[config.mk]
export PLATFORM = sky130hd
export DESIGN_NAME = qs_fifo
export DESIGN_NICKNAME = d
export VERILOG_FILES = /design/src/design/qs_pkg.sv /design/src/design/qs_fifo.sv
export SDC_FILE = /design/constraint.sdc
export NUM_CORES = 1
export LEC_CHECK = 0
export BUFFER_PORTS_ARGS = -buffer_cell sky130_fd_sc_hd__buf_4
export CORE_MARGIN = 10
export CORE_UTILIZATION = 35
export DETAILED_ROUTE_END_ITERATION = 10
export PLACE_DENSITY_LB_ADDON = 0.12
export SYNTH_ARGS = -nofsm -noshare
export SYNTH_HDL_FRONTEND = slang
export SYNTH_SLANG_ARGS = --single-unit
export TNS_END_PERCENT = 10
[constraint.sdc]
create_clock -name clk_i -period 11.8 [get_ports clk_i]
set_input_delay 1.18 -clock clk_i [delete_from_list [all_inputs] [get_ports clk_i]]
set_output_delay 1.18 -clock clk_i [all_outputs]
set_load 0.02 [all_outputs]
[src/design/qs_pkg.sv]
`default_nettype none
package qs_pkg;

  // number format of the quaternion components
  localparam int FRAC_BITS    = 14;
  localparam int CORDIC_STEPS = 28;
  localparam int SQRT_STEPS   = 31;
  localparam int DIV_STEPS    = 61;
  localparam int QDEPTH       = 2;

  // dot product rescale to Q30
  localparam int C_SH_R = (2 * FRAC_BITS >= 30) ? 2 * FRAC_BITS - 30 : 0;
  localparam int C_SH_L = (2 * FRAC_BITS >= 30) ? 0 : 30 - 2 * FRAC_BITS;

  localparam logic signed [35:0] ONE_Q30     = 36'sd1073741824;
  localparam logic signed [35:0] PI_Q30      = 36'sd3373259426;
  localparam logic signed [35:0] HALF_PI_Q30 = 36'sd1686629713;
  localparam logic signed [35:0] CORDIC_K    = 36'sd652032874;

  typedef logic signed [15:0] comp_t;

  // one classified request handed from front to back
  typedef struct packed {
    comp_t [3:0] p;
    comp_t [3:0] q;
    logic [15:0] t;
    logic        fail;
    logic        neg;
    logic [29:0] c;
  } entry_t;

  typedef enum logic [3:0] {
    ST_IDLE, ST_SQ, ST_SQRT, ST_CHK, ST_VEC, ST_PT, ST_SINI, ST_SIN,
    ST_DIVI, ST_DIV, ST_MUL0, ST_MUL1, ST_ACC, ST_DONE
  } qs_state_e;

  // truncated Q30 arctangent table
  function automatic logic signed [35:0] atan_q30(input logic [4:0] i);
    logic signed [35:0] v;
    case (i)
      5'd0:  v = 36'sd843314856;
      5'd1:  v = 36'sd497837829;
      5'd2:  v = 36'sd263043836;
      5'd3:  v = 36'sd133525158;
      5'd4:  v = 36'sd67021686;
      5'd5:  v = 36'sd33543515;
      5'd6:  v = 36'sd16775850;
      5'd7:  v = 36'sd8388437;
      5'd8:  v = 36'sd4194282;
      5'd9:  v = 36'sd2097149;
      5'd10: v = 36'sd1048575;
      5'd11: v = 36'sd524287;
      5'd12: v = 36'sd262143;
      5'd13: v = 36'sd131071;
      5'd14: v = 36'sd65535;
      5'd15: v = 36'sd32767;
      5'd16: v = 36'sd16383;
      5'd17: v = 36'sd8191;
      5'd18: v = 36'sd4095;
      5'd19: v = 36'sd2047;
      5'd20: v = 36'sd1023;
      5'd21: v = 36'sd511;
      5'd22: v = 36'sd255;
      5'd23: v = 36'sd127;
      5'd24: v = 36'sd63;
      5'd25: v = 36'sd31;
      5'd26: v = 36'sd15;
      5'd27: v = 36'sd8;
      default: v = 36'sd0;
    endcase
    return v;
  endfunction

endpackage
`default_nettype wire

[src/design/qs_fifo.sv]
`default_nettype none
module qs_fifo import qs_pkg::*; (
  input  wire logic   clk_i,
  input  wire logic   rst_ni,
  input  wire logic   push_i,
  input  wire entry_t data_i,
  output logic        full_o,
  input  wire logic   pop_i,
  output logic        valid_o,
  output entry_t      data_o
);

  localparam int AW = (QDEPTH > 1) ? $clog2(QDEPTH) : 1;

  entry_t          mem_q [QDEPTH];
  logic [AW-1:0]   wp_q, rp_q;
  logic [AW:0]     cnt_q;

  assign full_o  = cnt_q == (AW+1)'(QDEPTH);
  assign valid_o = cnt_q != '0;
  assign data_o  = mem_q[rp_q];

  // pointers wrap at the depth
  always_ff @(posedge clk_i or negedge rst_ni) begin
    if (!rst_ni) begin
      wp_q  <= '0;
      rp_q  <= '0;
      cnt_q <= '0;
    end else begin
      if (push_i) wp_q <= (wp_q == AW'(QDEPTH - 1)) ? '0 : wp_q + 1'b1;
      if (pop_i)  rp_q <= (rp_q == AW'(QDEPTH - 1)) ? '0 : rp_q + 1'b1;
      cnt_q <= cnt_q + (AW+1)'(push_i) - (AW+1)'(pop_i);
    end
  end

  always_ff @(posedge clk_i) begin
    if (push_i) mem_q[wp_q] <= data_i;
  end

endmodule
`default_nettype wire

[Word-level counts from Yosys, hierarchy flattened]
Memories as Yosys holds them, arrays and structs flattened.
Index checks and enable logic that the tools add are counted.
Storage, ports and cells
  bits in writable memories: 352
  logic and storage cells: 14
  input port bits: 180
  register bits: 4
  memories: 1
  output and inout port bits: 178
Memories
  mem_q: words 2, bits a word 176, read ports 1, clocked after memory_dff 0, wr ports 1, RTL line qs_fifo.sv:15  | entry_t mem_q [QDEPTH];
Cells by class
  mux-type cells: 4
  add/subtract/negate cells: 4
  eq/ne operators: 1
  reductions and logical operators: 1
Operators with widths (number)
  1-bit two-way mux: 4
  1-bit adder (second input constant): 2
  2-bit by 1-bit adder with 2-bit output: 1
  2-bit equality test (second input constant): 1
  2-bit nonzero test: 1
  2-bit by 1-bit subtractor with 2-bit output: 1

[Logic depth before layout (Yosys ltp)]
  depth in word-level cells: 2
  mapped depth: 5

[Least setup slack after synthesis]
OpenSTA, ideal clock, no wires.
  path kind: input-to-reg
  start: input push_i
  end: memory mem_q[0][0] (netlist name), enable pin
  data arrival time: 8778 ps
  buffers on the path: 0
  data required time: 11064 ps
  stages: 1
  slack: 2286 ps
  cells stage by stage: nor2b_1
On the way
  word-level cells in the longest chain between the ends: 2
Ends and longest elaborated chain
  from (decl): RTL line qs_fifo.sv:5  | input wire logic push_i,
  1-bit two-way mux: RTL line qs_fifo.sv:37  | if (push_i) mem_q[wp_q] <= data_i;
  1-bit two-way mux (not written as such): RTL line qs_fifo.sv:37
  to (decl): RTL line qs_fifo.sv:15
Every way passes these cells.

==> impl_metrics.py <==
metrics = {
    "status": {
        "status": "finished clean",
    },
    "floorplan": {
        "core_sq_mm": 0.0378,
        "dieArea_sq_mm": 0.0466,
        "num_rows": 71,
        "die_w_microns": 216,
        "chipHeight_microns": 216,
        "initial_core_util_pct": 35.6,
        "ios": 358,
    },
    "critical_path": {
        "r2r-end": "mem_q[0][36]",
        "rr_startpoint": "wp_q",
        "critPathKind": "flop to output pin",
        "cp.arrival_ns": 3.02,
        "setup.worst_path.start": "rp_q",
        "rrSetupSlack_ns": 9.37,
        "cp_max_fo": 141,
        "r2r_cells": 3,
        "crit_required_ns": 10.62,
        "startpoint_type": "flop",
        "crit_path_end_kind": "output pin",
    },
    "sta": {
        "fin_ws_ns": 7.60,
        "fin_crit_sh_pct": 35.6,
        "rsz0062_at_grt": "no",
        "maxSlewHeadroom_pct": 24.4,
        "fin_crit_ns": 4.20,
        "finalMaxSlewViolations": 0,
        "fin_worst_skew_ns": 0.0141,
        "tns_ns": 0,
        "hold-worst-slack_ns": 0.444,
        "setup_viol": 0,
        "fmax_mhz": 238,
        "tightest_slew_ns": 1.13,
        "finalHoldViolations": 0,
    },
    "synth": {
        "syn_area_sq_mm": 0.0134,
        "synthAdderAreaFrac_pct": 0.186,
        "yosys-top-cells-area": "edfxtp_1, mux2_4, mux2_2",
        "synth_compound_area_share_pct": 0,
        "yosysWarnings": 0,
        "synth_xor_xnor_area_share_pct": 0.307,
        "ys_seq_area_share_pct": 79.4,
        "syn_avg_cell_area_sq_um": 23.9,
        "synth.distinct_cells": 13,
        "ys_seq_elements": 356,
        "synth_top_area_cell": "edfxtp_1",
        "synth_mux_area_share_pct": 18.4,
        "synth_top_cell_area_share_pct": 78.7,
        "syn_inst": 563,
        "synth_top_family_by_area": "multiplexers",
        "synthSimpleGateAreaFrac_pct": 0.186,
        "synthesis.nets": 745,
    },
    "clock_network": {
        "cts_tree": "built",
        "cts_buffers": 40,
        "postCtsSetupBuffers": 0,
        "clock-sinks": 356,
        "cts_resized": 0,
        "path_clk_slew_ns": 0.06,
        "clock-root-buffer": "clkbuf_16",
        "holdBufCountCts": 0,
        "cts_max_level": 2,
        "clk_latency_ns": 0.53,
        "clockBufferDepth": 3,
    },
    "route": {
        "ant_nets": 0,
        "drt_iter0_markers": 297,
        "dr.pass1.iters": 4,
        "num_vias": 6524,
        "routed_wl_microns": 31700,
        "drc": 0,
        "routed_via_density": 4.39,
        "wl_per_cell_microns": 21.4,
    },
    "cells_and_area": {
        "multiInputGateArea_sq_mm": 0.00257,
        "regArea_sq_mm": 0.0107,
        "finalNetCount": 1130,
        "drive_gt1_share_pct": 61.4,
        "num-fill-cells": 3270,
        "area_delta_synth_final_pct": 33.0,
    },
    "global_routing": {
        "grt_max_degree": 142,
        "grt_pass1_wl_microns": 45900,
        "grt.overflow.total": 0,
        "grt_pass1_vias": 6965,
        "grt_antenna_before_repair": 3,
        "grt_util_all_layers_pct": 13.2,
    },
    "place": {
        "gp_congestion": 0.736,
        "io_buffers": 357,
        "post-dp-hpwl_microns": 21600,
        "preCtsSetupSlack_ns": 8.15,
    },
    "pwr": {
        "vdd_drop_max_mv": 0.151,
        "combPwrFrac_pct": 35.4,
        "power_leakage_nw": 7.02,
        "powerDensity_mw_per_mm2": 256,
        "power_frac_seq_pct": 38.9,
        "power_switching_mw": 1.39,
        "p_clk_share_pct": 25.7,
        "p_int_mw": 3.17,
        "switching_share_pct": 30.5,
    },
    "hold_path": {
        "hp-class": "primary input to asynchronous set/reset pin",
    },
    "job": {
        "drv_cap": 0,
    },
}
==> worst max-delay path, stage by stage (launching register included) <==
cell and delay (ns):
dfrtp_4 0.90, buf_12 0.73, mux2_2 0.43, buf_4 0.16
==> per-stage QoR <==
step           std cells  util, %  cell area, sq um  total power [mW]
2_1_floorplan        563        -             13400              2.89
3_3_place_gp        1417     44.0             16600              3.46
3_5_place_dp        1417     44.0             16600              3.46
4_1_cts             1482     47.3             17900              4.66
5_1_grt             1484     47.3             17900              4.78
6_report            1485     47.3             17900              4.57
==> Yosys cell counts <==
master and count:
edfxtp_1 352, dfrtp_1 4, xor3_1 1, mux2_2 46, mux2_4 130, ha_1 2
xor2_1 2, or2_2 1, buf_6 16, buf_2 4, inv_1 2, and2_1 1
nor2b_1 2
==> final cells by class <==
| type | count | share of cell area (%) |
|---|---|---|
| antenna | 3 | 0.0420 |
| clock buffer | 49 | 5.91 |
| clock inverter | 16 | 0.980 |
| inverter | 2 | 0.0420 |
| multi-input combinational | 185 | 14.4 |
| sequential | 356 | 59.7 |
| tap | 511 | 3.58 |
| timing repair buffer | 363 | 15.3 |
==> power groups by stage <==
stage | clock, mW | combinational, mW | sequential, mW
floorplan | 0 | 1.09 | 1.81
global route | 1.27 | 1.71 | 1.80
finish | 1.17 | 1.62 | 1.77
global placement | 0 | 1.65 | 1.80
detailed placement | 0 | 1.66 | 1.80
CTS | 1.22 | 1.66 | 1.78
==> placed cells by master (no fill, tap or decap) <==
cell type  instances
buf_4            362
edfxtp_1         352
mux2_4           130
mux2_2            46
clkbuf_16         41
clkbuf_1           8
clkinv_2           8
clkinv_1           4
bufinv_16          4
diode_2            3
dfrtp_1            3
inv_1              2
xor2_1             2
ha_1               2
xor3_1             1
nor2b_4            1
or2_2              1
nor2b_1            1
and2_4             1
buf_12             1
dfrtp_4            1
==> routing by layer <==
metal  part of all wire, %  GRT usage (%)
met5                     0              0
met4                   2.4           5.43
met3                   7.8           4.80
met2                    51           22.3
met1                    38           14.7
==> kinds of logic (layout without fill, tap and decap cells) <==
| group | Yosys count | count (layout) |
|---|---|---|
| xor+xnor | 3 | 3 |
| other cells | 0 | 3 |
| simple gates | 4 | 4 |
| mux | 176 | 176 |
| flops | 356 | 356 |
| buf+inv | 22 | 430 |
| fa+ha+maj | 2 | 2 |
==> worst max path at each step <==
| stage | to | slack (ns) | cells after the start |
|---|---|---|---|
| floorplan | mem_q[0][0] | 2.29 | 1 |
| global placement | data_o[8] | 8.17 | 3 |
| detailed placement | data_o[10] | 8.15 | 3 |
| CTS | data_o[10] | 7.54 | 3 |
| global route | data_o[157] | 7.44 | 3 |
| finish | data_o[10] | 7.60 | 3 |
==> registers in the layout, indices dropped and copies added (netlist names) <==
register	flops
wp_q	1
cnt_q	2
mem_q	352
rp_q	1
(Power assumes the default switching activity.)
