### config.mk
export PLATFORM = sky130hd
export DESIGN_NAME = qs_front_flat
export DESIGN_NICKNAME = d
export VERILOG_FILES = /design/src/design/qs_pkg.sv /design/src/design/qs_if.sv /design/src/design/qs_front.sv /design/src/flat_wrapper.sv
export SDC_FILE = /design/constraint.sdc
export NUM_CORES = 2
export LEC_CHECK = 0
export BUFFER_PORTS_ARGS = -buffer_cell sky130_fd_sc_hd__buf_2
export CAP_MARGIN = 20
export CORE_MARGIN = 10
export CORE_UTILIZATION = 60
export DETAILED_ROUTE_END_ITERATION = 10
export MAX_ROUTING_LAYER = met4
export PLACE_DENSITY_LB_ADDON = 0.08
export SLEW_MARGIN = 20
export SYNTH_ARGS = -nofsm -noshare
export SYNTH_HDL_FRONTEND = slang
export SYNTH_SLANG_ARGS = --single-unit
export TNS_END_PERCENT = 30
### constraint.sdc
create_clock -name clk_i -period 9.54 [get_ports clk_i]
set_input_delay 0.477 -clock clk_i [delete_from_list [all_inputs] [get_ports clk_i]]
set_output_delay 0.477 -clock clk_i [all_outputs]
set_load 0.02 [all_outputs]
### src/design/qs_pkg.sv
`default_nettype none
package qs_pkg;

  // number format of the quaternion components
  localparam int FRAC_BITS    = 14;
  localparam int CORDIC_STEPS = 28;
  localparam int SQRT_STEPS   = 31;
  localparam int DIV_STEPS    = 61;
  localparam int QDEPTH       = 2;

  // dot product rescale to Q30
  localparam int C_SH_R = (2 * FRAC_BITS >= 30) ? 2 * FRAC_BITS - 30 : 0;
  localparam int C_SH_L = (2 * FRAC_BITS >= 30) ? 0 : 30 - 2 * FRAC_BITS;

  localparam logic signed [35:0] ONE_Q30     = 36'sd1073741824;
  localparam logic signed [35:0] PI_Q30      = 36'sd3373259426;
  localparam logic signed [35:0] HALF_PI_Q30 = 36'sd1686629713;
  localparam logic signed [35:0] CORDIC_K    = 36'sd652032874;

  typedef logic signed [15:0] comp_t;

  // one classified request handed from front to back
  typedef struct packed {
    comp_t [3:0] p;
    comp_t [3:0] q;
    logic [15:0] t;
    logic        fail;
    logic        neg;
    logic [29:0] c;
  } entry_t;

  typedef enum logic [3:0] {
    ST_IDLE, ST_SQ, ST_SQRT, ST_CHK, ST_VEC, ST_PT, ST_SINI, ST_SIN,
    ST_DIVI, ST_DIV, ST_MUL0, ST_MUL1, ST_ACC, ST_DONE
  } qs_state_e;

  // truncated Q30 arctangent table
  function automatic logic signed [35:0] atan_q30(input logic [4:0] i);
    logic signed [35:0] v;
    case (i)
      5'd0:  v = 36'sd843314856;
      5'd1:  v = 36'sd497837829;
      5'd2:  v = 36'sd263043836;
      5'd3:  v = 36'sd133525158;
      5'd4:  v = 36'sd67021686;
      5'd5:  v = 36'sd33543515;
      5'd6:  v = 36'sd16775850;
      5'd7:  v = 36'sd8388437;
      5'd8:  v = 36'sd4194282;
      5'd9:  v = 36'sd2097149;
      5'd10: v = 36'sd1048575;
      5'd11: v = 36'sd524287;
      5'd12: v = 36'sd262143;
      5'd13: v = 36'sd131071;
      5'd14: v = 36'sd65535;
      5'd15: v = 36'sd32767;
      5'd16: v = 36'sd16383;
      5'd17: v = 36'sd8191;
      5'd18: v = 36'sd4095;
      5'd19: v = 36'sd2047;
      5'd20: v = 36'sd1023;
      5'd21: v = 36'sd511;
      5'd22: v = 36'sd255;
      5'd23: v = 36'sd127;
      5'd24: v = 36'sd63;
      5'd25: v = 36'sd31;
      5'd26: v = 36'sd15;
      5'd27: v = 36'sd8;
      default: v = 36'sd0;
    endcase
    return v;
  endfunction

endpackage
`default_nettype wire

### src/design/qs_if.sv
`default_nettype none
// request channel: two quaternions and the fraction
interface qs_req_if;
  logic        valid;
  logic        ready;
  logic signed [15:0] first_w, first_x, first_y, first_z;
  logic signed [15:0] second_w, second_x, second_y, second_z;
  logic [15:0] interp_fraction;
  modport source(output valid, first_w, first_x, first_y, first_z,
                 second_w, second_x, second_y, second_z, interp_fraction,
                 input ready);
  modport sink(input valid, first_w, first_x, first_y, first_z,
               second_w, second_x, second_y, second_z, interp_fraction,
               output ready);
endinterface

`default_nettype wire

### src/design/qs_front.sv
`default_nettype none
module qs_front import qs_pkg::*; (
  input  wire logic clk_i,
  input  wire logic rst_ni,
  qs_req_if.sink    req,
  output entry_t    entry_o,
  output logic      push_o,
  input  wire logic full_i
);

  logic               vld_q, vld_d;
  comp_t [3:0]        p_q, q_q;
  logic [15:0]        t_q;
  logic signed [31:0] prod_q [4];
  logic               take;
  logic signed [33:0] dot;
  logic [33:0]        mag;
  logic [63:0]        cw;

  assign req.ready = !vld_q || !full_i;
  assign take      = req.valid && req.ready;
  assign push_o    = vld_q && !full_i;

  always_comb begin
    vld_d = vld_q;
    if (push_o) vld_d = 1'b0;
    if (take) vld_d = 1'b1;
  end

  always_ff @(posedge clk_i or negedge rst_ni) begin
    if (!rst_ni) begin
      vld_q <= 1'b0;
    end else begin
      vld_q <= vld_d;
    end
  end

  // capture operands and the four products
  always_ff @(posedge clk_i) begin
    if (take) begin
      p_q       <= {req.first_z, req.first_y, req.first_x, req.first_w};
      q_q       <= {req.second_z, req.second_y, req.second_x, req.second_w};
      t_q       <= (req.interp_fraction > 16'd32768) ? 16'd32768 : req.interp_fraction;
      prod_q[0] <= req.first_w * req.second_w;
      prod_q[1] <= req.first_x * req.second_x;
      prod_q[2] <= req.first_y * req.second_y;
      prod_q[3] <= req.first_z * req.second_z;
    end
  end

  // dot product, failure test, Q30 magnitude
  always_comb begin
    dot = 34'(prod_q[0]) + 34'(prod_q[1]) + 34'(prod_q[2]) + 34'(prod_q[3]);
    mag = dot[33] ? 34'(-dot) : 34'(dot);
    cw  = ({30'd0, mag} >> C_SH_R) << C_SH_L;
    entry_o.p    = p_q;
    entry_o.q    = q_q;
    entry_o.t    = t_q;
    entry_o.fail = {30'd0, mag} >= (64'd1 << (2 * FRAC_BITS));
    entry_o.neg  = dot[33];
    entry_o.c    = cw[29:0];
  end

endmodule
`default_nettype wire

### src/flat_wrapper.sv
// flat-port wrapper written by rule: the top's interface ports become plain ports
module qs_front_flat import qs_pkg::*;
  (clk_i, rst_ni, entry_o, push_o, full_i, req_valid, req_first_w, req_first_x, req_first_y, req_first_z, req_second_w, req_second_x, req_second_y, req_second_z, req_interp_fraction, req_ready);
  qs_req_if req_i ();
  input  wire logic clk_i;
  input  wire logic rst_ni;
  output entry_t entry_o;
  output logic push_o;
  input  wire logic full_i;
  input wire logic [$bits(req_i.valid)-1:0] req_valid;
  input wire logic [$bits(req_i.first_w)-1:0] req_first_w;
  input wire logic [$bits(req_i.first_x)-1:0] req_first_x;
  input wire logic [$bits(req_i.first_y)-1:0] req_first_y;
  input wire logic [$bits(req_i.first_z)-1:0] req_first_z;
  input wire logic [$bits(req_i.second_w)-1:0] req_second_w;
  input wire logic [$bits(req_i.second_x)-1:0] req_second_x;
  input wire logic [$bits(req_i.second_y)-1:0] req_second_y;
  input wire logic [$bits(req_i.second_z)-1:0] req_second_z;
  input wire logic [$bits(req_i.interp_fraction)-1:0] req_interp_fraction;
  output wire logic [$bits(req_i.ready)-1:0] req_ready;
  assign req_i.valid = req_valid;
  assign req_i.first_w = req_first_w;
  assign req_i.first_x = req_first_x;
  assign req_i.first_y = req_first_y;
  assign req_i.first_z = req_first_z;
  assign req_i.second_w = req_second_w;
  assign req_i.second_x = req_second_x;
  assign req_i.second_y = req_second_y;
  assign req_i.second_z = req_second_z;
  assign req_i.interp_fraction = req_interp_fraction;
  assign req_ready = req_i.ready;
  qs_front u_core (.clk_i(clk_i), .rst_ni(rst_ni), .req(req_i), .entry_o(entry_o), .push_o(push_o), .full_i(full_i));
endmodule
## Word-level counts from Yosys, hierarchy flattened

Memories as Yosys holds them, arrays and structs flattened.
Cells that the tools add are included.

| operators by class | value |
|---|---|
| muxes and demuxes | 5 |
| order comparisons | 2 |
| reduce and logical (&&, ||, !) cells | 6 |
| multipliers | 4 |
| add/sub/neg operators | 4 |

Operators with widths:

| operator | number |
|---|---|
| multiplier 16 x 16 -> 32 bit | 4 |
| adder 33 x 32 -> 34 bit | 1 |
| adder 34 x 32 -> 34 bit | 1 |
| >= comparator 34 x 29 -> 1 bit (second input constant) | 1 |
| two-way mux 34 bit | 1 |
| negator 34 bit | 1 |
| adder 32 x 32 -> 33 bit | 1 |
| > comparator 16 bit (second input constant) | 1 |
| two-way mux 1 bit | 4 |
| logical AND 1 bit | 2 |
| zero test 1 bit | 2 |
| nonzero test 2 bit | 1 |
| logical OR 1 bit | 1 |

| storage, ports and cells | value |
|---|---|
| flip-flop bits (word level) | 145 |
| output and inout port bits | 178 |
| memories kept | 1 |
| bits of input ports | 148 |
| bits in writable memories | 128 |
| word-level logic and storage cells | 32 |

Memory list:

| memory | words | width | rd ports | clocked after Yosys merged registers in | write ports | RTL line | RTL |
|---|---|---|---|---|---|---|---|
| u_core.prod_q | 4 | 32 | 4 | 0 | 4 | qs_front.sv:14 | `logic signed [31:0] prod_q [4];` |

## Depth between registers and ports, before layout

An unclocked memory read counts as a cell.

| depth | value |
|---|---|
| word-level depth | 7 |
| depth in mapped cells | 27 |
| gate-level depth less buffers | 26 |

## Least setup slack after synthesis

Ideal clock, no wire load.

| timing path | value |
|---|---|
| path type | in2reg |
| start point | in full_i |
| end point | reg u_core.q_q (netlist bit u_core.entry_o[100]) (enable) |
| slack | 1982 ps |
| setup time | 667 ps |
| data arrival time | 6890 ps |
| data required time | 8873 ps |
| path buffers | 0 |
| stages on the path | 2 |
| path through | nand2_1 -> and2_1 |

| between the ends | value |
|---|---|
| cells in the longest elaborated chain, start to end | 3 |

Ends and longest elaborated chain:

| element | RTL line | RTL |
|---|---|---|
| from (decl) | flat_wrapper.sv:9 | `input wire logic full_i;` |
| zero test 1 bit | qs_front.sv:20 | `assign req.ready = !vld_q \|\| !full_i;` |
| logical OR 1 bit | qs_front.sv:20 |  |
| logical AND 1 bit | qs_front.sv:21 | `assign take = req.valid && req.ready;` |
| net u_core.take | qs_front.sv:15 | `logic take;` |
| to (signal assigned) | qs_front.sv:42 | `q_q <= {req.second_z, req.second_y, req.second_x, req.second_w};` |
| to (decl) | qs_front.sv:12 | `comp_t [3:0] p_q, q_q;` |

The timed path passes the listed nets, and every way through them passes these cells.
A chain may end at the register's enable or synchronous reset.

==> out/metrics.cfg <==
[place]
globalplace.congestion=0.890
portBuffers=323
dp.final_hpwl_um=99200

[critical_path]
critPathArrivalTime_ns=7.82
critPathKind=reg -> out
critPathRequiredTime_ns=9.06
cp_max_fo=29
start_kind=register
reg2reg_depth=3
end_kind=output port

[timing]
worst_pin_slew_ns=0.980
maxSlewViolCount=0
setup_viol=0
min_period_ns=8.30
min_period_over_period=0.870
relSlewSlack=0.347
rsz0062_at_grt=false
timing.fmax_mhz=121
skew_ns=0.0313
finalHoldViolations=0
setup-tns-final_ns=0

[logic_synthesis]
synth-seq-cells=273
synthCells=5233
synthFlopType=edfxtp_1
synth-edff-count=272
yosys_warnings=0
syn-cell-area_um2=51600
postSynthAreaPerCell_um2=9.86
ys_types=76
async_reset_ff_frac=0.00366
synth_seq_area_share=0.159

[global_route]
overflow=0
grt_usage=0.269
grt_first_pass_wirelength_um=203000
grt_pass1_vias=38386
grt_max_degree=168
antenna_found_initial=4

[layout]
nets=7084
mostFrequentLayoutCells=1433 x inv_1, 1113 x fa_1, 650 x nand2_1, 381 x and2_1, 362 x ha_1
final_common_cell=inv_1
syn2layout_area_growth_pct=7.29
drive_gt1_frac=0.0743

[clocking]
clock_sinks=273
cts_made_buffers=36
cts-resized-gates=0
cts-htree-levels=2
clk_pin_slew_ns=0.06
cts_root_buffer=clkbuf_16
insertion_delay_ns=0.58
cts_tree=done
cts_buffer_depth=3

[min_path]
worstHoldPathType=in -> reg
whs_path_depth=2

[floorplan]
die_y_um=313
rows=107
die_x_um=313
start_util=0.605
boundaryPins=326
die-area_um2=98100
core_um2=85300

[routing]
drc=0
vias_per_cell=5.36
drt_iter0_drc=2536
wl_per_cell_um=18.5
vias=35566
drt_wl_total_um=123000
antenna_left=0
dr.pass1.iters=6

[flow_run]
max-cap-violations=0

[status]
status=completed

## area by class of cell
cell class / count / area (um2)
diodes: 2 / 5.00
clock buffers: 46 / 991
clock inverters: 20 / 203
fillers: 7164 / 29900
inverters: 1436 / 5390
multi-input cells: 3387 / 37500
flip-flops and latches: 273 / 8190
well taps: 1144 / 1430
repair buffers: 327 / 1660
## flip-flops by register name, summed over array words and instances (netlist names)
signal          cells
u_core.prod_q     128
u_core.vld_q        1
u_core.t_q         16
u_core.entry_o    128
## routing by layer
metal | track usage | routed length (um)
met5 | - | 0
met4 | 0.0584 | 2460
met3 | 0.0388 | 8290
met2 | 0.437 | 60500
met1 | 0.359 | 51300
## logic make-up (layout without fill, tap and decap cells)
kind of cell,after synthesis,count (layout),share of synthesized area
compound gates,370,370,0.0470
xor+xnor,186,186,0.0316
fa+ha+maj,1475,1475,0.520
buf+inv,1574,1829,0.115
flops,273,273,0.159
mux,5,5,0.000970
other cells,1,4,0.0000727
simple gates,1349,1349,0.127
## through the flow
stage | std cells | utilization | hold WS, ns | area [um2] | setup slack, ns
6_report | 6635 | 0.649 | 0.106 | 55300 | 1.24
5_1_grt | 6634 | 0.649 | 0.101 | 55300 | 0.974
4_1_cts | 6633 | 0.649 | 0.0795 | 55300 | 1.59
3_5_place_dp | 6566 | 0.635 | 0.254 | 54100 | 1.88
3_3_place_gp | 6566 | 0.635 | 0.252 | 54100 | 1.96
2_1_floorplan | 5234 | - | 0.181 | 51600 | 1.98
## critical path, cell delays in order (launching register included)
cell	delay [ns]
edfxtp_1	0.32
inv_1	0.06
fa_1	0.53
inv_1	0.06
fa_1	0.48
ha_1	0.24
inv_1	0.09
fa_1	0.43
nand2b_1	0.24
a21oi_1	0.35
o31ai_2	0.21
a2111oi_0	0.61
buf_4	0.24
o21a_1	0.17
o311ai_1	0.17
a31oi_1	0.32
or3_1	0.16
nand3_1	0.45
inv_1	0.92
o21ai_0	0.32
xnor2_1	0.57
buf_2	0.28
## repair_timing
action / CTS / global route
hold buffers: 1 / 0
endpoints found under the hold margin: 1 / 0
buffers inserted: 0 / 0
## final timing paths
| kind | from | endpoint | slack [ns] |
|---|---|---|---|
| worst max-delay path | u_core.prod_q[1][1] | entry_o[15] | 1.24 |
| worst min-delay path | req_valid | u_core.vld_q | 0.11 |
| worst max register to register | u_core.vld_q | u_core.entry_o[91] | 7.08 |
| worst min register to register | u_core.vld_q | u_core.vld_q | 0.53 |
| max in group asynchronous | rst_ni | u_core.vld_q | 9.25 |
| min in group asynchronous | rst_ni | u_core.vld_q | 0.21 |
## cells in the mapped netlist, types with 21 or more instances
master / n / area, um2
edfxtp_1: 272 / 8170
nor2_1: 105 / 394
ha_1: 362 / 4530
nand2b_1: 46 / 288
and2_1: 382 / 2390
xnor2_1: 142 / 1240
o21bai_1: 21 / 158
nand2_1: 650 / 2440
clkbuf_1: 132 / 495
nand3_1: 27 / 135
nor2b_1: 29 / 181
fa_1: 1113 / 22300
inv_1: 1433 / 5380
nor3_1: 33 / 165
o21ai_0: 67 / 335
a21oi_1: 109 / 546
xor2_1: 44 / 385
a21o_1: 49 / 368
Power is not shown: default switching activity piles up to over one toggle a cycle in this logic, so the estimate is an artifact.
